**src/hdl/bavg_pkg.sv**
```systemverilog
// Package for the block average decimator: shared constants, codes and payload types.
`default_nettype none

package bavg_pkg;

  // Fixed field widths
  localparam int SAMPLE_BITS = 32;
  localparam int CFG_W       = 13;
  localparam int WIN_CFG_W   = 5;
  localparam int CFG_IDX_W   = 2;

  // Default sizing of the top level
  localparam int MAX_COLS_DEF   = 4096;
  localparam int MAX_ROWS_DEF   = 4096;
  localparam int MAX_WINDOW_DEF = 16;

  // Configuration register indexes
  typedef enum logic [CFG_IDX_W-1:0] {
    REG_IMAGE_ROWS  = 2'd0,
    REG_IMAGE_COLS  = 2'd1,
    REG_WINDOW_SIZE = 2'd2
  } cfg_reg_t;

  // Input transaction payload
  typedef struct packed {
    logic signed [SAMPLE_BITS-1:0] sample;
    logic                          invalid;
  } bavg_in_t;

  // Result transaction payload
  typedef struct packed {
    logic signed [SAMPLE_BITS-1:0] block_mean;
    logic                          row_last;
    logic                          frame_last;
  } bavg_out_t;

  // Position flags of the current pixel
  typedef struct packed {
    logic in_region;
    logic first;
    logic emit;
    logic row_last;
    logic frame_last;
  } bavg_pix_t;

  // Side information that rides along with a block sum through the divider
  typedef struct packed {
    logic bad;
    logic row_last;
    logic frame_last;
  } bavg_tag_t;

endpackage

`default_nettype wire

```
**src/hdl/bavg_div.sv**
```systemverilog
// Bit-serial signed divider that turns a block sum into a mean truncated toward zero.
`default_nettype none

module bavg_div
  import bavg_pkg::*;
#(
  parameter int MAX_WINDOW = MAX_WINDOW_DEF,
  localparam int SUM_W = SAMPLE_BITS + 2 * $clog2(MAX_WINDOW),
  localparam int DVS_W = 2 * $clog2(MAX_WINDOW + 1)
) (
  input  wire logic                    clk,
  input  wire logic                    rst_n,
  input  wire logic                    start,
  input  wire logic signed [SUM_W-1:0] dividend,
  input  wire logic [DVS_W-1:0]        divisor,
  input  wire bavg_tag_t               tag,
  output      logic                    idle,
  output      logic                    res_valid,
  input  wire logic                    res_ready,
  output      bavg_out_t               res
);

  localparam int CNT_W = $clog2(SUM_W);

  typedef enum logic [2:0] {
    DIV_IDLE = 3'b001,
    DIV_RUN  = 3'b010,
    DIV_DONE = 3'b100
  } div_state_t;

  div_state_t       state_r, state_nxt;
  logic [CNT_W-1:0] cnt_r, cnt_nxt;
  logic [SUM_W-1:0] quo_r, quo_nxt;
  logic [DVS_W-1:0] rem_r, rem_nxt;
  logic [DVS_W-1:0] dvs_r;
  logic             neg_r;
  bavg_tag_t        tag_r;

  logic [DVS_W:0]   trial, diff;
  logic             ge;
  logic [SUM_W-1:0] q_signed;

  // One quotient bit per cycle: shift in the next dividend bit, try to subtract
  always_comb begin
    trial   = {rem_r, quo_r[SUM_W-1]};
    diff    = trial - {1'b0, dvs_r};
    ge      = trial >= {1'b0, dvs_r};
    rem_nxt = ge ? diff[DVS_W-1:0] : trial[DVS_W-1:0];
    quo_nxt = {quo_r[SUM_W-2:0], ge};
    cnt_nxt = cnt_r - CNT_W'(1);
  end

  // Sequence idle, run and hold-result
  always_comb begin
    state_nxt = state_r;
    case (state_r)
      DIV_IDLE: if (start) state_nxt = DIV_RUN;
      DIV_RUN:  if (cnt_r == '0) state_nxt = DIV_DONE;
      DIV_DONE: if (res_ready) state_nxt = DIV_IDLE;
      default:  state_nxt = DIV_IDLE;
    endcase
  end

  always_ff @(posedge clk) begin
    if (!rst_n) begin
      state_r <= DIV_IDLE;
    end else begin
      state_r <= state_nxt;
    end
  end

  // Load the magnitude on start, then iterate
  always_ff @(posedge clk) begin
    if (state_r == DIV_IDLE && start) begin
      neg_r <= dividend[SUM_W-1];
      quo_r <= dividend[SUM_W-1] ? (SUM_W'(0) - dividend) : dividend;
      rem_r <= '0;
      dvs_r <= divisor;
      tag_r <= tag;
      cnt_r <= CNT_W'(SUM_W - 1);
    end else if (state_r == DIV_RUN) begin
      quo_r <= quo_nxt;
      rem_r <= rem_nxt;
      cnt_r <= cnt_nxt;
    end
  end

  // Restore the sign and zero a block that held an invalid pixel
  always_comb begin
    q_signed       = neg_r ? (SUM_W'(0) - quo_r) : quo_r;
    res.block_mean = tag_r.bad ? '0 : q_signed[SAMPLE_BITS-1:0];
    res.row_last   = tag_r.row_last;
    res.frame_last = tag_r.frame_last;
    idle           = state_r == DIV_IDLE;
    res_valid      = state_r == DIV_DONE;
  end

`ifndef SYNTH
  a_start_when_idle: assert property (@(posedge clk) disable iff (!rst_n)
    start |-> state_r == DIV_IDLE)
    else $error("divider started while busy");

  a_rem_below_divisor: assert property (@(posedge clk) disable iff (!rst_n)
    state_r == DIV_RUN |-> rem_r < dvs_r)
    else $error("partial remainder not below divisor");

  a_run_to_done: assert property (@(posedge clk) disable iff (!rst_n)
    state_r == DIV_RUN && cnt_r == '0 |=> state_r == DIV_DONE)
    else $error("divider missed its last step");
`endif

endmodule

`default_nettype wire

```
**config.mk**
```make
export PLATFORM = sky130hd
export DESIGN_NAME = bavg_div
export DESIGN_NICKNAME = d
export VERILOG_FILES = /design/src/hdl/bavg_pkg.sv /design/src/hdl/bavg_div.sv
export SDC_FILE = /design/constraint.sdc
export NUM_CORES = 1
export LEC_CHECK = 0
export ABC_CLOCK_PERIOD_IN_PS = 6800
export BUFFER_PORTS_ARGS = -buffer_cell sky130_fd_sc_hd__buf_2
export CAP_MARGIN = 25
export CORE_UTILIZATION = 60
export DETAILED_ROUTE_END_ITERATION = 10
export HOLD_SLACK_MARGIN = 0.15
export MAX_ROUTING_LAYER = met4
export PLACE_DENSITY_LB_ADDON = 0.08
export SLEW_MARGIN = 0
export SYNTH_ARGS = -nofsm -noshare
export SYNTH_HDL_FRONTEND = slang
export SYNTH_SLANG_ARGS = --single-unit
```
**constraint.sdc**
```tcl
create_clock -name clk -period 6.8 [get_ports clk]
set_clock_uncertainty 0.15 [all_clocks]
set_input_delay 0.34 -clock clk [delete_from_list [all_inputs] [get_ports clk]]
set_output_delay 0.34 -clock clk [all_outputs]
set_load 0.03 [all_outputs]
```
==> results of run 1 <==
-- worst max-delay path by stage --
stage | startpoint | to | slack (ns)
detailed placement | quo_r[3]$_DFFE_PP_ | res[26] | 3.64
global route | quo_r[4]$_DFFE_PP_ | res[26] | 3.05
CTS | quo_r[20]$_DFFE_PP_ | res[33] | 3.21
finish | quo_r[3]$_DFFE_PP_ | res[26] | 3.22
floorplan | state_r[0]$_SDFFE_PN1P_ | quo_r[0]$_DFFE_PP_ | 3.38
global placement | quo_r[21]$_DFFE_PP_ | res[33] | 3.70
-- stage by stage --
| stage | util [%] | cells |
|---|---|---|
| 2_1_floorplan | - | 545 |
| 3_3_place_gp | 69.38 | 715 |
| 3_5_place_dp | 69.38 | 715 |
| 4_1_cts | 73.80 | 746 |
| 5_1_grt | 73.99 | 747 |
| 6_report | 73.99 | 747 |
-- worst min-delay path: cells and delay by family --
kind / cells / cell delay (ns)
compound gates: 1 / 0.06
buf+inv: 1 / 0.10
simple gates: 1 / 0.04
-- metal layers --
| metal | GRT usage, % | vias to the layer above | wire length (um) |
|---|---|---|---|
| met1 | 36.44 | 2044 | 5053 |
| met2 | 43.89 | 144 | 5316 |
| met5 | - | - | 0 |
| met4 | 10.55 | 0 | 168 |
| met3 | 4.023 | 17 | 682 |
| li1 | - | 2159 | - |
-- registers in the layout, indices dropped and copies added (netlist names) --
register  cells
state_r       3
res           2
cnt_r         6
rem_r        10
dvs_r        10
neg_r         1
tag_r         1
quo_r        40
-- where the power goes --
part	switching, mW	total [mW]	leakage (nW)	internal (mW)
clock	0.176	0.334	0.103	0.158
sequential	0.0364	0.566	0.674	0.529
combinational	0.180	0.282	1.64	0.103
-- what timing repair did --
item	in CTS	in global routing
setup endpoints to repair	0	0
endpoints found under the hold margin	16	0
gates resized for setup	0	0
hold buffers	15	0
setup buffers	0	0
-- cells in the mapped netlist, types with 3 or more instances --
cell type,instances,area [um2]
xnor2_1,10,87.58
nand3_1,21,105.1
or2_2,4,25.02
edfxtp_1,54,1622
nor4_1,8,50.05
xor2_1,68,595.6
nor3b_1,4,30.03
dfxtp_1,19,380.4
a31oi_1,3,18.77
o31ai_1,23,172.7
nor2b_1,5,31.28
clkbuf_1,22,82.58
a21oi_1,7,35.03
nor3_1,8,40.04
nand2b_1,5,31.28
nand4_1,3,18.77
ha_1,14,175.2
o21ai_0,74,370.4
nand2_1,62,232.7
nor2_1,41,153.9
mux2i_1,9,90.09
o41ai_1,13,113.9
or3_1,10,62.56
or4_1,8,60.06
inv_1,23,86.33
-- kinds of logic after synthesis --
kind of cell | after synthesis
xor gates and xnor gates | 78
muxes | 10
buffers and inverters | 50
and+or+nand+nor | 187
adders and majority gates | 15
AOI/OAI and AO/OA | 132
DFF | 73
-- layout make-up --
cell class                      count  area [um2]  area share (%)
Clock inverter                      6       46.29          0.8014
Tap cell                          102       127.6           2.209
Clock buffer                       10       148.9           2.577
Multi-Input combinational cell    422        2718           47.04
Sequential cell                    73        2002           34.65
Inverter                           23       86.33           1.494
Timing Repair Buffer              111       648.1           11.22
==> impl_metrics.json, run 1 <==
{
  "outcome": "finished clean",
  "netlist-cell-type-count": 44,
  "drv_slew": 0,
  "postPlaceCellArea_um2": 5416,
  "grt_usage_pct": 27.83,
  "p_leak_nw": 2.416,
  "grt_setup_unrepaired": "false",
  "cts.path.max_buffers": 2,
  "design_area_um2": 5777,
  "synthArstFlopShare_pct": 0,
  "die_height_um": 92.50,
  "arrival_ns": 3.09,
  "fin_crit_sh_pct": 52.59,
  "synth_top_family_by_area": "simple AND/OR/NAND/NOR gates",
  "drt_pass1_iterations": 5,
  "r2r-start": "dvs_r[8]$_DFFE_PP_",
  "ios": 93,
  "path_max_fanout": 7,
  "fillers": 610,
  "fin_ws_ns": 3.224,
  "hold_depth": 3,
  "gp_congestion": 0.9001,
  "fmax_mhz": 279.6,
  "rr_worst_depth": 8,
  "setup_tns_ns": 0,
  "syn2layout_area_growth_pct": 17.57,
  "hold_viol_final": 0,
  "antenna_found_initial": 0,
  "grt_overflow": 0,
  "clockRootBuffer": "clkbuf_8",
  "yosys_warnings": 0,
  "clock_latency_ns": 0.36,
  "ant_nets": 0,
  "setup_viol": 0,
  "crit_path_cell_trace": "or4_1 > nor4_1 > nand2_1 > o41ai_1 > xor2_1 > nor2_1 > buf_2",
  "ir_drop_uv": 197.3,
  "grt_max_degree": 91,
  "period_minus_slack_ns": 3.576,
  "ys_ff_latch": 73,
  "synthFlopType": "edfxtp_1",
  "vias": 4364,
  "power_density_nw_per_um2": 204.6,
  "numCtsBuffers": 9,
  "drive_gt1_share_pct": 19.07,
  "synth_compound_area_share_pct": 16.68,
  "reg2reg_to": "rem_r[0]$_SDFFE_PP0P_",
  "grt_pass1_vias": 4025,
  "synth_xor_area_share_pct": 13.90,
  "viasPerCell": 5.842,
  "fp.dieW_um": 92.50,
  "routedWlPerCell_um": 15.02,
  "synth.net_count": 617,
  "cp_slowest_stage_delay_ns": 0.59,
  "path_clk_slew_ns": 0.08,
  "hold_end": "quo_r[0]$_DFFE_PP_",
  "avgSynthCellArea_um2": 9.016,
  "ys_seq_area_share_pct": 40.74,
  "synthCells": 545,
  "critPathKind": "flip-flop to primary output",
  "die_area_um2": 8555,
  "max_slew_margin_pct": 33.77,
  "dpl_worst_slack_ns": 3.642,
  "start_util_pct": 62.93,
  "cp.depth": 7,
  "rows": 32,
  "cp.required_ns": 6.31,
  "hold_ws_ns": 0.1601,
  "cp_num_buf_inv": 1,
  "diodes": 0,
  "hold_class": "primary input to flip-flop",
  "coreArea_um2": 7807,
  "drt-initial-drc-count": 339,
  "cp-end-kind": "primary output",
  "synth-adder-area-share_pct": 3.972,
  "layout_common_cells": "buf_2 (92), o21ai_0 (73), xor2_1 (68)",
  "drc": 0,
  "synth-edff-count": 54,
  "rrSetupSlack_ns": 3.92,
  "grt_pass1_wl_mm": 18.54,
  "startpoint_type": "flip-flop",
  "worstMarginPinSlew_ns": 0.9935,
  "cpLargestDelayFamily": "simple AND/OR/NAND/NOR gates",
  "drt-total-wl_mm": 11.22,
  "power_mw": 1.182,
  "synth_area_um2": 4913,
  "cts_num_sinks": 73,
  "final_common_cell": "buf_2",
  "cts_tree": "built",
  "fin_nets": 712,
  "htreeDepth": 3,
  "drv_cap": 0,
  "hpwl_mm": 7.963,
  "synthMuxAreaShare_pct": 2.063,
  "cp_slowest_cell": "or4_1",
  "io_buffers": 92,
  "min_from": "dividend[0]",
  "yosys.area_share.simple_pct": 18.64
}
No activity file was read; power rests on OpenSTA's default activity.
==> run 2, diff against run 1 <==
--- a/config.mk
+++ b/config.mk
@@ -5,10 +5,11 @@
 export SDC_FILE = /design/constraint.sdc
 export NUM_CORES = 1
 export LEC_CHECK = 0
-export ABC_CLOCK_PERIOD_IN_PS = 6800
+export ABC_AREA = 1
+export ABC_CLOCK_PERIOD_IN_PS = 2900
 export BUFFER_PORTS_ARGS = -buffer_cell sky130_fd_sc_hd__buf_2
 export CAP_MARGIN = 25
-export CORE_UTILIZATION = 60
+export CORE_UTILIZATION = 53
 export DETAILED_ROUTE_END_ITERATION = 10
 export HOLD_SLACK_MARGIN = 0.15
 export MAX_ROUTING_LAYER = met4
==> constraint.sdc (replaced) <==
create_clock -name clk -period 2.9 [get_ports clk]
set_clock_uncertainty 0.15 [all_clocks]
set_input_delay 0.145 -clock clk [delete_from_list [all_inputs] [get_ports clk]]
set_output_delay 0.145 -clock clk [all_outputs]
set_load 0.03 [all_outputs]
==> impl_metrics.json, run 2 <==
{
  "outcome": "finished clean",
  "synth_area_um2": 5902,
  "final_common_cell": "nand2_1",
  "drv_slew": 0,
  "cp_slowest_stage_delay_ns": 0.37,
  "rows": 38,
  "diodes": 0,
  "drv_cap": 0,
  "fillers": 983,
  "drt_pass1_iterations": 5,
  "cp_slowest_cell": "edfxtp_1",
  "ys_top_cells_by_area": "edfxtp_1 (27%), nand2_1 (15%), nand3_1 (8.8%), inv_1 (7.4%), nor2_1 (7.3%)",
  "synth_xor_area_share_pct": 2.968,
  "post_cts_resized": 0,
  "arrival_ns": 2.32,
  "synth_top_area_share_pct": 27.48,
  "crit_top_cell": "nand2_1",
  "worstMarginPinSlew_ns": 0.7262,
  "path_max_fanout": 5,
  "drc": 0,
  "cp_num_buf_inv": 2,
  "cts_num_sinks": 73,
  "viasPerCell": 5.185,
  "yosys_warnings": 0,
  "synthMuxAreaShare_pct": 0,
  "critPathKind": "flip-flop to primary output",
  "synth.net_count": 961,
  "fp.dieW_um": 107.5,
  "grt_pass1_vias": 5358,
  "cp-end-kind": "primary output",
  "drive_gt1_share_pct": 14.30,
  "synth-edff-count": 54,
  "ir_drop_uv": 265.1,
  "layout_common_cells": "nand2_1 (231), inv_1 (117), nor2_1 (115)",
  "max_slew_margin_pct": 51.52,
  "synth_top_family_by_area": "simple AND/OR/NAND/NOR gates",
  "top_regs": "quo_r (40), dvs_r (10), rem_r (10)",
  "grt_overflow": 0,
  "synth-adder-area-share_pct": 3.307,
  "ant_nets": 0,
  "synth_most_common_cell": "nand2_1",
  "hpwl_mm": 11.89,
  "coreArea_um2": 10840,
  "regMostFlops": "quo_r",
  "hold_depth": 4,
  "die_height_um": 107.5,
  "period_minus_slack_ns": 2.615,
  "grt_usage_pct": 29.48,
  "ys_seq_area_share_pct": 33.92,
  "syn2layout_area_growth_pct": 21.81,
  "netlist-cell-type-count": 46,
  "gp_congestion": 0.9735,
  "clockRootBuffer": "clkbuf_8",
  "cp.depth": 11,
  "antenna_found_initial": 0,
  "power_mw": 3.035,
  "synth_area_leader_cell": "edfxtp_1",
  "grt_pass1_wl_mm": 25.79,
  "setup_tns_ns": 0,
  "synthArstFlopShare_pct": 0,
  "synthTopCellsByCount": "nand2_1 (231), inv_1 (117), nor2_1 (115)",
  "p_leak_nw": 3.388,
  "fmax_mhz": 382.4,
  "fin_nets": 1102,
  "htreeDepth": 3,
  "ios": 93,
  "yosys.area_share.simple_pct": 38.27,
  "post-cts-setup-buffers": 0,
  "io_buffers": 92,
  "setup_viol": 0,
  "routedWlPerCell_um": 13.62,
  "power_density_nw_per_um2": 422.1,
  "synthCells": 889,
  "crit_path_cell_trace": "inv_1 > ha_1 > nand3_1 > nor2_2 > nand3b_1 > nand2_1 > o21ai_0 > nand2_1 > nand2_1 > nor2_1 > buf_2",
  "hold_viol_final": 0,
  "cts_tree": "built",
  "cp.required_ns": 2.61,
  "clock_latency_ns": 0.36,
  "synth_compound_area_share_pct": 11.79,
  "start_util_pct": 54.44,
  "drt-total-wl_mm": 16.00,
  "hold_buffers": 55,
  "fin_crit_sh_pct": 90.18,
  "rr_worst_depth": 8,
  "startpoint_type": "flip-flop",
  "grt_max_degree": 45,
  "die_area_um2": 11560,
  "synthFlopType": "edfxtp_1",
  "largest_reg_flops": 40,
  "avgSynthCellArea_um2": 6.639,
  "numCtsBuffers": 9,
  "cpLargestDelayFamily": "simple AND/OR/NAND/NOR gates",
  "grt_setup_unrepaired": "false",
  "vias": 6092,
  "cts.path.max_buffers": 2,
  "path_clk_slew_ns": 0.08,
  "drt-initial-drc-count": 439,
  "ys_ff_latch": 73,
  "hold_class": "primary input to flip-flop"
}
[run 2: cell types whose count changed in the layout (fill, tap and decap cells not counted), sizes merged, moves of 11 or more]
cell         before  now
nand3            21  109
or3              11    0
a21oi             7   34
nand4             3   14
nand2            62  236
inv              26  119
xor2             68   17
o31ai            23    1
nor2             41  127
o41ai            14    0
dlygate4sd3      15   55
[run 2: path summary, 6_finish.rpt]
kind / start / end / slack, ns
worst min register to register: cnt_r[4]$_SDFFE_PP0P_ / cnt_r[4]$_SDFFE_PP0P_ / 0.31
worst max-delay path: quo_r[0]$_DFFE_PP_ / res[18] / 0.28
worst min-delay path: dividend[14] / quo_r[14]$_DFFE_PP_ / 0.16
worst max register to register: state_r[0]$_SDFFE_PN1P_ / quo_r[25]$_DFFE_PP_ / 0.60
[run 2: cells by family (layout without fill, tap and decap cells)]
| logic type | count (synthesis) | in the layout |
|---|---|---|
| AND/OR/NAND/NOR | 514 | 514 |
| buffers and inverters | 144 | 290 |
| AO/OA/AOI/OAI | 123 | 123 |
| flip-flops | 73 | 73 |
| XOR/XNOR | 20 | 20 |
| adder cells (fa/ha/maj) | 15 | 15 |
[run 2: area by class of cell]
type	instances	area [um2]	area share [%]
flip-flops and latches	73	2002	27.85
well taps	140	175.2	2.436
multi-input cells	672	3324	46.24
clock inverters	4	28.78	0.4003
inverters	120	450.4	6.265
clock buffers	12	145.1	2.019
repair buffers	154	1064	14.79
[run 2: routing by layer]
layer,part of all wire (%),global-route usage (%),up-vias
met5,0,-,-
met1,51,42.94,2661
met2,41,42.58,224
met3,6.8,4.479,18
li1,-,-,3189
met4,1.5,7.730,0
[run 2: tightest hold or removal path, cell delays in order]
cell and delay, ns:
buf_2 0.12, inv_1 0.08, xor2_1 0.09, o21ai_1 0.11
[run 2: power by group]
| group | switching [mW] | leakage [nW] | internal (mW) |
|---|---|---|---|
| Clock | 0.387 | 0.0842 | 0.335 |
| Sequential | 0.0800 | 0.672 | 1.27 |
| Combinational | 0.642 | 2.63 | 0.323 |
| Total | 1.11 | 3.39 | 1.93 |
[run 2: metrics by stage]
stage / instances / hold slack, ns / setup slack (ns) / utilization [%] / instance area, um2
final: 1175 / 0.1584 / 0.2847 / 66.32 / 7189
after floorplan: 889 / 0.07920 / 0.2404 / - / 5902
after global routing: 1175 / 0.1648 / 0.01454 / 66.32 / 7189
after detailed placement: 1104 / 0.1733 / 0.6415 / 59.64 / 6465
after CTS: 1175 / 0.1502 / 0.3157 / 66.32 / 7189
after global placement: 1104 / 0.1735 / 0.7362 / 59.64 / 6465
