[config.mk]
export PLATFORM = sky130hd
export DESIGN_NAME = bavg_pos
export DESIGN_NICKNAME = d
export VERILOG_FILES = /design/src/hdl/bavg_pkg.sv /design/src/hdl/bavg_pos.sv
export SDC_FILE = /design/constraint.sdc
export NUM_CORES = 1
export LEC_CHECK = 0
export BUFFER_PORTS_ARGS = -buffer_cell sky130_fd_sc_hd__buf_2
export CAP_MARGIN = 20
export CORE_ASPECT_RATIO = 1.5
export CORE_MARGIN = 10
export CORE_UTILIZATION = 60
export CTS_BUF_LIST = sky130_fd_sc_hd__clkbuf_2 sky130_fd_sc_hd__clkbuf_4 sky130_fd_sc_hd__clkbuf_8
export DETAILED_ROUTE_END_ITERATION = 7
export HOLD_SLACK_MARGIN = 0.06
export PLACE_DENSITY = 0.79
export SETUP_SLACK_MARGIN = 0.2
export SYNTH_ARGS = -nofsm -noshare
export SYNTH_HDL_FRONTEND = slang
export SYNTH_SLANG_ARGS = --single-unit
[constraint.sdc]
create_clock -name clk -period 3.9 [get_ports clk]
set_input_delay 0.195 -clock clk [delete_from_list [all_inputs] [get_ports clk]]
set_output_delay 0.195 -clock clk [all_outputs]
set_load 0.02 [all_outputs]
[src/hdl/bavg_pkg.sv]
// Package for the block average decimator: shared constants, codes and payload types.
`default_nettype none

package bavg_pkg;

  // Fixed field widths
  localparam int SAMPLE_BITS = 32;
  localparam int CFG_W       = 13;
  localparam int WIN_CFG_W   = 5;
  localparam int CFG_IDX_W   = 2;

  // Default sizing of the top level
  localparam int MAX_COLS_DEF   = 4096;
  localparam int MAX_ROWS_DEF   = 4096;
  localparam int MAX_WINDOW_DEF = 16;

  // Configuration register indexes
  typedef enum logic [CFG_IDX_W-1:0] {
    REG_IMAGE_ROWS  = 2'd0,
    REG_IMAGE_COLS  = 2'd1,
    REG_WINDOW_SIZE = 2'd2
  } cfg_reg_t;

  // Input transaction payload
  typedef struct packed {
    logic signed [SAMPLE_BITS-1:0] sample;
    logic                          invalid;
  } bavg_in_t;

  // Result transaction payload
  typedef struct packed {
    logic signed [SAMPLE_BITS-1:0] block_mean;
    logic                          row_last;
    logic                          frame_last;
  } bavg_out_t;

  // Position flags of the current pixel
  typedef struct packed {
    logic in_region;
    logic first;
    logic emit;
    logic row_last;
    logic frame_last;
  } bavg_pix_t;

  // Side information that rides along with a block sum through the divider
  typedef struct packed {
    logic bad;
    logic row_last;
    logic frame_last;
  } bavg_tag_t;

endpackage

`default_nettype wire

[src/hdl/bavg_pos.sv]
// Raster position tracker: pixel, window and block counters and their flags.
`default_nettype none

module bavg_pos
  import bavg_pkg::*;
#(
  parameter int MAX_COLS   = MAX_COLS_DEF,
  parameter int MAX_ROWS   = MAX_ROWS_DEF,
  parameter int MAX_WINDOW = MAX_WINDOW_DEF,
  localparam int COL_W  = $clog2(MAX_COLS + 1),
  localparam int ROW_W  = $clog2(MAX_ROWS + 1),
  localparam int WIN_W  = $clog2(MAX_WINDOW + 1),
  localparam int ADDR_W = $clog2(MAX_COLS)
) (
  input  wire logic              clk,
  input  wire logic              rst_n,
  input  wire logic              step,
  input  wire logic              restart,
  input  wire logic [ROW_W-1:0]  rows,
  input  wire logic [COL_W-1:0]  cols,
  input  wire logic [WIN_W-1:0]  win,
  output      bavg_pix_t         pix,
  output      logic [ADDR_W-1:0] blk_addr
);

  localparam int RIDX_W = $clog2(MAX_ROWS);
  localparam int WIDX_W = $clog2(MAX_WINDOW);
  localparam int CS_W   = ((ADDR_W > WIN_W) ? ADDR_W : WIN_W) + 2;
  localparam int RS_W   = ((RIDX_W > WIN_W) ? RIDX_W : WIN_W) + 2;

  logic [ADDR_W-1:0] col_pos_r,       col_pos_nxt;
  logic [WIDX_W-1:0] col_in_win_r,    col_in_win_nxt;
  logic [ADDR_W-1:0] blk_col_r,       blk_col_nxt;
  logic [ADDR_W-1:0] blk_col_start_r, blk_col_start_nxt;
  logic [RIDX_W-1:0] row_pos_r,       row_pos_nxt;
  logic [WIDX_W-1:0] row_in_win_r,    row_in_win_nxt;
  logic [RIDX_W-1:0] blk_row_start_r, blk_row_start_nxt;

  logic [CS_W-1:0]   col_fit_end, col_next_end, col_start_adv;
  logic [RS_W-1:0]   row_fit_end, row_next_end, row_start_adv;
  logic              col_fits, row_fits, col_blk_last, row_blk_last;
  logic              col_at_end, row_at_end;
  logic [COL_W-1:0]  col_pos_inc;
  logic [ROW_W-1:0]  row_pos_inc;
  logic [WIN_W-1:0]  col_win_inc, row_win_inc, win_m1;

  // Block extent checks against the image edges
  always_comb begin
    win_m1        = win - WIN_W'(1);
    col_fit_end   = CS_W'(blk_col_start_r) + CS_W'(win);
    col_next_end  = CS_W'(blk_col_start_r) + CS_W'({win, 1'b0});
    col_start_adv = col_fit_end;
    row_fit_end   = RS_W'(blk_row_start_r) + RS_W'(win);
    row_next_end  = RS_W'(blk_row_start_r) + RS_W'({win, 1'b0});
    row_start_adv = row_fit_end;
    col_fits      = col_fit_end <= CS_W'(cols);
    row_fits      = row_fit_end <= RS_W'(rows);
    col_blk_last  = col_next_end > CS_W'(cols);
    row_blk_last  = row_next_end > RS_W'(rows);
    col_at_end    = WIN_W'(col_in_win_r) == win_m1;
    row_at_end    = WIN_W'(row_in_win_r) == win_m1;
  end

  // Flags of the pixel at the current position
  always_comb begin
    pix.in_region  = col_fits && row_fits;
    pix.first      = (col_in_win_r == '0) && (row_in_win_r == '0);
    pix.emit       = col_fits && row_fits && col_at_end && row_at_end;
    pix.row_last   = col_blk_last;
    pix.frame_last = col_blk_last && row_blk_last;
    blk_addr       = blk_col_r;
  end

  // Advance the position by one pixel in raster order
  always_comb begin
    col_pos_nxt       = col_pos_r;
    col_in_win_nxt    = col_in_win_r;
    blk_col_nxt       = blk_col_r;
    blk_col_start_nxt = blk_col_start_r;
    row_pos_nxt       = row_pos_r;
    row_in_win_nxt    = row_in_win_r;
    blk_row_start_nxt = blk_row_start_r;
    col_pos_inc       = COL_W'(col_pos_r) + COL_W'(1);
    row_pos_inc       = ROW_W'(row_pos_r) + ROW_W'(1);
    col_win_inc       = WIN_W'(col_in_win_r) + WIN_W'(1);
    row_win_inc       = WIN_W'(row_in_win_r) + WIN_W'(1);
    if (step) begin
      col_pos_nxt    = col_pos_inc[ADDR_W-1:0];
      col_in_win_nxt = col_win_inc[WIDX_W-1:0];
      if (col_win_inc >= win) begin
        col_in_win_nxt    = '0;
        blk_col_nxt       = blk_col_r + ADDR_W'(1);
        blk_col_start_nxt = col_start_adv[ADDR_W-1:0];
      end
      if (col_pos_inc >= cols) begin
        col_pos_nxt       = '0;
        col_in_win_nxt    = '0;
        blk_col_nxt       = '0;
        blk_col_start_nxt = '0;
        row_pos_nxt       = row_pos_inc[RIDX_W-1:0];
        row_in_win_nxt    = row_win_inc[WIDX_W-1:0];
        if (row_win_inc >= win) begin
          row_in_win_nxt    = '0;
          blk_row_start_nxt = row_start_adv[RIDX_W-1:0];
        end
        if (row_pos_inc >= rows) begin
          row_pos_nxt       = '0;
          row_in_win_nxt    = '0;
          blk_row_start_nxt = '0;
        end
      end
    end
  end

  // Position registers; a configuration write restarts the frame
  always_ff @(posedge clk) begin
    if (!rst_n || restart) begin
      col_pos_r       <= '0;
      col_in_win_r    <= '0;
      blk_col_r       <= '0;
      blk_col_start_r <= '0;
      row_pos_r       <= '0;
      row_in_win_r    <= '0;
      blk_row_start_r <= '0;
    end else begin
      col_pos_r       <= col_pos_nxt;
      col_in_win_r    <= col_in_win_nxt;
      blk_col_r       <= blk_col_nxt;
      blk_col_start_r <= blk_col_start_nxt;
      row_pos_r       <= row_pos_nxt;
      row_in_win_r    <= row_in_win_nxt;
      blk_row_start_r <= blk_row_start_nxt;
    end
  end

endmodule

`default_nettype wire

==> results of run 1 <==
## kinds of logic after synthesis
group	after synthesis
AND/OR/NAND/NOR	286
AO/OA/AOI/OAI	224
adder cells (fa/ha/maj)	120
buffers and inverters	95
flip-flops	68
XOR/XNOR	67
## worst max-delay path, cell delays in order, from the launching register on
cell       delay [ps]
dfxtp_2           340
ha_4              160
fa_2              350
a21oi_2           170
nor2b_2            80
o31ai_4           260
xnor2_1           180
ha_1              280
a21o_1            160
a21o_1            170
a221o_1           330
a32o_1            210
a211o_1           330
a2111oi_4         310
buf_4             200
## layout make-up
cell class              count  area (µm²)
inverters                  53       198.9
fillers                   870        3222
clock inverters             6       88.84
repair buffers             86       543.0
flip-flops and latches     68        1378
clock buffers              10       131.4
multi-input cells         698        5369
well taps                 147       183.9
## registers in the layout, indices dropped and copies added (netlist names)
signal and flops:
blk_row_start_r 12, row_pos_r 12, blk_col_start_r 12, blk_addr 12, row_in_win_r 4, col_in_win_r 4, col_pos_r 12
## path summary, 6_finish.rpt
path,start,end
worst max-delay path,blk_row_start_r[0]$_SDFFE_PP0P_,pix[2]
worst min-delay path,win[0],blk_row_start_r[0]$_SDFFE_PP0P_
worst max register to register,col_pos_r[0]$_SDFFE_PP0P_,blk_row_start_r[0]$_SDFFE_PP0P_
worst min register to register,row_pos_r[1]$_SDFFE_PP0P_,row_pos_r[1]$_SDFFE_PP0P_
## cell usage after synthesis, drive strengths merged (2+ instances only)
cell type  count  share of area (%)
ha           116                 21
nand2         81                4.4
dfxtp         68                 20
a21oi         61                4.4
inv           53                2.9
xnor2         42                5.4
o21ai         39                2.9
nor2          38                2.1
clkbuf        35                1.9
nand3         34                2.5
a21o          29                3.2
nand4         28                2.6
xor2          25                3.2
and3          23                2.1
a32o          17                2.5
nor3          16                1.2
a31oi         13                1.2
o22ai         13                1.2
nor3b         12                1.3
nor2b         11                1.0
or3           10               0.98
nor4           8               0.73
buf            7               0.62
o211ai         7               0.77
o21a           7               0.77
o32ai          7                1.2
a311oi         6               0.77
and4           6               0.77
a211oi         5               0.77
nand2b         5               0.46
fa             4                1.2
o21bai         4               0.44
o2bb2ai        4               0.51
or2            4               0.36
a211o          3               0.38
nand3b         3               0.33
nand4b         3               0.38
and2           2               0.18
o41ai          2               0.36
or4            2               0.22
## metrics by stage
step / util (%) / power (mW) / std cells
after floorplan: - / 0.8653 / 860
after global placement: 65.74 / 0.9383 / 1036
after detailed placement: 65.74 / 0.9518 / 1036
after CTS: 68.63 / 1.614 / 1058
after global routing: 71.01 / 1.677 / 1068
final: 71.01 / 1.626 / 1068
## routing by layer
metal	up-vias	track usage (%)	share of wire, %
met5	-	0	0
met4	0	18.23	6.4
met3	97	3.956	4.3
met2	262	44.39	53
met1	3370	23.64	36
li1	3281	-	-
## repair_timing
action / in CTS / in global routing
pin swaps: 6 / 32
cloned: 1 / 0
buffers inserted: 5 / 10
resized for setup: 16 / 50
endpoints found under the setup margin: 22 / 61
## power by group through the flow
stage	sequential (mW)	clock, mW	combinational (mW)
finish	0.696	0.674	0.255
global route	0.696	0.698	0.283
CTS	0.698	0.675	0.241
detailed placement	0.714	0	0.238
global placement	0.714	0	0.224
floorplan	0.714	0	0.152
==> flow_summary_export.csv, run 1 <==
group,metric,value,unit
run_status,status,"finished, violations left",
run_status,violations,"negative setup slack",
grt,grt_util_all_layers,24.18,%
grt,first_global_vias,6960,
routing,dr_total_vias,7010,
job,cap_violations,0,
synth,ys_ff_latch,68,
timing,fmax,244.4,MHz
power,leakagePower,3.583,nW
power,p_sw,473.0,µW
synth,async_flop_share,0,%
timing,slew_headroom,41.84,%
cts,cts_max_level,3,
synth,synth_flop_cell,"dfxtp_1",
placed_design,place_hpwl,14940,µm
power,combPwrFrac,15.7,%
placed_design,place_worst_setup_slack,11.83,ps
routing,drtPass1Iterations,5,
layout,area_delta_synth_final,14.98,%
cts,cts_tree,"built",
synth,synthMuxAreaShare,0,%
timing,setup_ws,-192.4,ps
worst_setup_path,worst_r2r_path_depth,14,
synth,yosysWarnings,0,
timing,rsz0062_at_grt,"true",
placed_design,gp_congestion,0.9663,
layout,drive_above_1_share,17.81,%
layout,most-common-layout-cells,"ha_1 (108), nand2_1 (80), dfxtp_1 (61)",
layout,final_common_cell,"ha_1",
synth,synth_compound_area_share,22.31,%
timing,worst_pin_slew,872.4,ps
timing,finClkSkew,5.878,ps
power,vdd_drop_max,140.3,µV
grt,grt_pass1_wl,32130,µm
worst_setup_path,critPathArrivalTime,3900,ps
cts,clock-sinks,68,
routing,vias_per_cell,6.564,
synth,synthAdderAreaFrac,22.31,%
routing,drcViolationCount,0,
die,rows,47,
timing,period_minus_slack,4092,ps
hold_path,min_path_type,"input port to flop",
synth,synth_top_family_by_area,"adder cells",
timing,maxSlewViolCount,0,
die,pin_count,52,
synth,postSynthCellCount,860,
cts,clkTransAtPathRegs,80,ps
worst_setup_path,required,3700,ps
synth,yosysUniqueCellTypes,58,
worst_setup_path,path_max_fanout,4,
synth,synth_edf_count,0,
worst_setup_path,startpoint_type,"flop",
synth,ys_seq_area_share,19.83,%
power,seq_power_share,42.8,%
cts,insertion_delay,360,ps
placed_design,numPortBuffers,51,
die,core_area,0.01111,mm²
cts,clockBufferDepth,2,
power,netSwitchingFraction,29.09,%
layout,n_antenna_cell,0,
routing,antenna_left,0,
worst_setup_path,ff2ff_setup_slack,300,ps
timing,fin_setup_tns,-329.2,ps
layout,nets,1071,
synth,avgSynthCellArea,7.981,µm²
synth,syn_area,0.006864,mm²
timing,holdWs,323.0,ps
routing,drt_iter0_drc,415,
grt,gr-total-overflow,0,
hold_path,whs_path_depth,4,
layout,final_design_area_no_fill,0.007893,mm²
worst_setup_path,cp-end-kind,"output port",
grt,antenna_found_initial,0,
timing,final-hold-violation-count,0,
power,p_per_area,206.0,mW/mm²
synth,synthXorXnorAreaFrac,8.549,%
worst_setup_path,path_class,"flop to output port",
placed_design,postPlaceCellArea,0.007307,mm²
timing,period_share,104.9,%
die,start_util,61.76,%
timing,setup_violations,2,
synth,synth_fp_nets,1015,
synth,synth_simple_gate_area_share,21.56,%
grt,grt_max_degree,55,
power,p_int,1.153,mW
die,fp.dieW,107.3,µm
routing,wirelength,20490,µm
cts,root_buffer,"clkbuf_8",
power,p_clk_share,41.5,%
routing,wl_per_cell,19.19,µm
cts,cts_hold_buf,0,
die,die_h,151.0,µm
cts,cts_buffers,9,
die,die_area,0.01621,mm²
Power figures use the tool's default switching activity.
==> run 2, diff against run 1 <==
--- a/config.mk
+++ b/config.mk
@@ -14,6 +14,7 @@
 export DETAILED_ROUTE_END_ITERATION = 7
 export HOLD_SLACK_MARGIN = 0.06
 export PLACE_DENSITY = 0.79
+export RECOVER_POWER = 50
 export SETUP_SLACK_MARGIN = 0.2
 export SYNTH_ARGS = -nofsm -noshare
 export SYNTH_HDL_FRONTEND = slang
==> run 2 against run 1 <==
The flow still finishes with violations (negative setup slack); final cell count did not move; non-clock buffer count unchanged; utilization fell by 0.43 points; via count is 0.24% higher; total power decreased by 0.21%; die area unchanged; cell area shrank 0.60%; sequential power hardly changed; count of clock-buffer cells in the layout is the same.
==> flow_summary_export.csv, run 2 (same netlist as run 1, synthesis figures left out) <==
group,metric,value,unit
worst_setup_path,required,3700,ps
worst_setup_path,path_class,"flop to output port",
die,pin_count,52,
placed_design,numPortBuffers,51,
routing,antenna_left,0,
power,p_per_area,206.8,mW/mm²
layout,seq_area,0.001376,mm²
grt,grt_max_degree,55,
layout,multi_input_area,0.005353,mm²
grt,antenna_found_initial,0,
routing,dr_total_vias,7027,
die,start_util,61.76,%
grt,busiest_layer,"met2",
cts,cts_max_level,3,
cts,cts_buffers,9,
routing,wl_per_cell,19.26,µm
grt,use_met2,44.39,%
cts,cts_tree,"built",
cts,clock-sinks,68,
routing,drtPass1Iterations,5,
layout,final_common_cell,"ha_1",
timing,rsz0062_at_grt,"true",
worst_setup_path,worst_r2r_path_depth,14,
worst_setup_path,cp_cell_sequence,"ha_4, fa_2, a21oi_2, nor2b_2, o31ai_4, xnor2_1, ha_1, a21o_1, a21o_1, a221o_1, a32o_1, a211o_1, a2111oi_4, buf_4",
routing,wirelength,20570,µm
grt,use_met3,3.956,%
timing,maxSlewViolCount,0,
layout,nets,1071,
placed_design,place_hpwl,14940,µm
die,die_area,0.01621,mm²
layout,most-common-layout-cells,"ha_1 (109), nand2_1 (80), dfxtp_1 (62)",
run_status,status,"finished, violations left",
placed_design,dp_cells,1036,
layout,drive_above_1_share,15.53,%
die,rows,47,
worst_setup_path,critPathArrivalTime,3900,ps
grt,grt_pass1_wl,32130,µm
timing,setup_violations,3,
power,vdd_drop_max,141.3,µV
layout,area_delta_synth_final,14.29,%
worst_setup_path,cp-end-kind,"output port",
worst_setup_path,startpoint_type,"flop",
cts,cts_hold_buf,0,
worst_setup_path,path_max_fanout,4,
cts,insertion_delay,360,ps
grt,gr-total-overflow,0,
cts,root_buffer,"clkbuf_8",
timing,setup_ws,-192.9,ps
timing,period_minus_slack,4093,ps
layout,n_antenna_cell,0,
grt,first_global_vias,6960,
timing,fmax,244.3,MHz
layout,nFillCells,882,
timing,period_share,104.9,%
timing,final-hold-violation-count,0,
cts,clockBufferDepth,2,
timing,finClkSkew,6.709,ps
die,die_h,151.0,µm
routing,drt_iter0_drc,432,
timing,worst_pin_slew,878.9,ps
worst_setup_path,crit_top_cell,"a21o_1",
layout,fin_cells,1068,
placed_design,postPlaceCellArea,0.007307,mm²
placed_design,gp_congestion,0.9663,
power,leakagePower,3.522,nW
timing,holdWs,346.7,ps
worst_setup_path,critPathSlowestCell,"fa_2",
layout,final_design_area_no_fill,0.007845,mm²
grt,grt_util_all_layers,24.18,%
worst_setup_path,slowest_delay,350,ps
run_status,violations,"negative setup slack",
routing,vias_per_cell,6.580,
die,core_area,0.01111,mm²
cts,clkTransAtPathRegs,80,ps
grt,grt_use_met1,23.64,%
die,fp.dieW,107.3,µm
routing,drcViolationCount,0,
job,cap_violations,0,
hold_path,min_path_type,"input port to flop",
timing,slew_headroom,41.41,%
hold_path,whs_path_depth,3,
run 2: what timing repair did:
item	in CTS	in global routing
pin swaps	6	32
resized for setup	16	50
endpoints found under the setup margin	22	61
setup buffers	5	10
gates cloned	1	0
run 2: power by group:
group	total [mW]	switching [mW]	internal, mW
combinational	0.255	0.164	0.0914
sequential	0.696	0.00266	0.693
clock	0.671	0.304	0.367
total	1.62	0.470	1.15
run 2: worst paths after layout:
check                             startpoint                              end  slack, ps
max reg2reg        col_pos_r[0]$_SDFFE_PP0P_  blk_row_start_r[0]$_SDFFE_PP0P_          0
min reg2reg        row_pos_r[1]$_SDFFE_PP0P_        row_pos_r[1]$_SDFFE_PP0P_        480
max          blk_row_start_r[0]$_SDFFE_PP0P_                           pix[2]       -190
min                                     step        col_pos_r[1]$_SDFFE_PP0P_        350
run 2: area by class of cell:
cell class | count | share of cell area (%)
sequential | 68 | 17.54
clock inverter | 6 | 1.132
multi-input combinational | 698 | 68.23
inverter | 53 | 2.536
timing repair buffer | 86 | 6.539
clock buffer | 10 | 1.675
tap | 147 | 2.344
run 2: routing by layer:
layer | routed length [µm] | vias to the layer above
met5 | 0 | -
met4 | 1376 | 0
met3 | 881 | 109
met2 | 10730 | 286
met1 | 7573 | 3352
li1 | - | 3280
run 2: metrics by stage:
step / TNS [ps] / worst slack (ps) / total power [mW] / util, %
final: -328.6 / -192.9 / 1.622 / 70.58
after global routing: -2632 / -302.0 / 1.675 / 70.58
after CTS: -90.43 / -90.43 / 1.614 / 68.63
after detailed placement: 0 / 11.83 / 0.9518 / 65.74
after global placement: 0 / 82.23 / 0.9383 / 65.74
after floorplan: 0 / 223.7 / 0.8653 / -
run 2: critical path: cells and delay by family, from the launching register on:
family	cells	cell delay, ps
AO/OA/AOI/OAI	8	1940
XOR/XNOR	1	180
adder cells (fa/ha/maj)	3	790
buffers and inverters	1	200
flip-flops	1	340
AND/OR/NAND/NOR	1	80
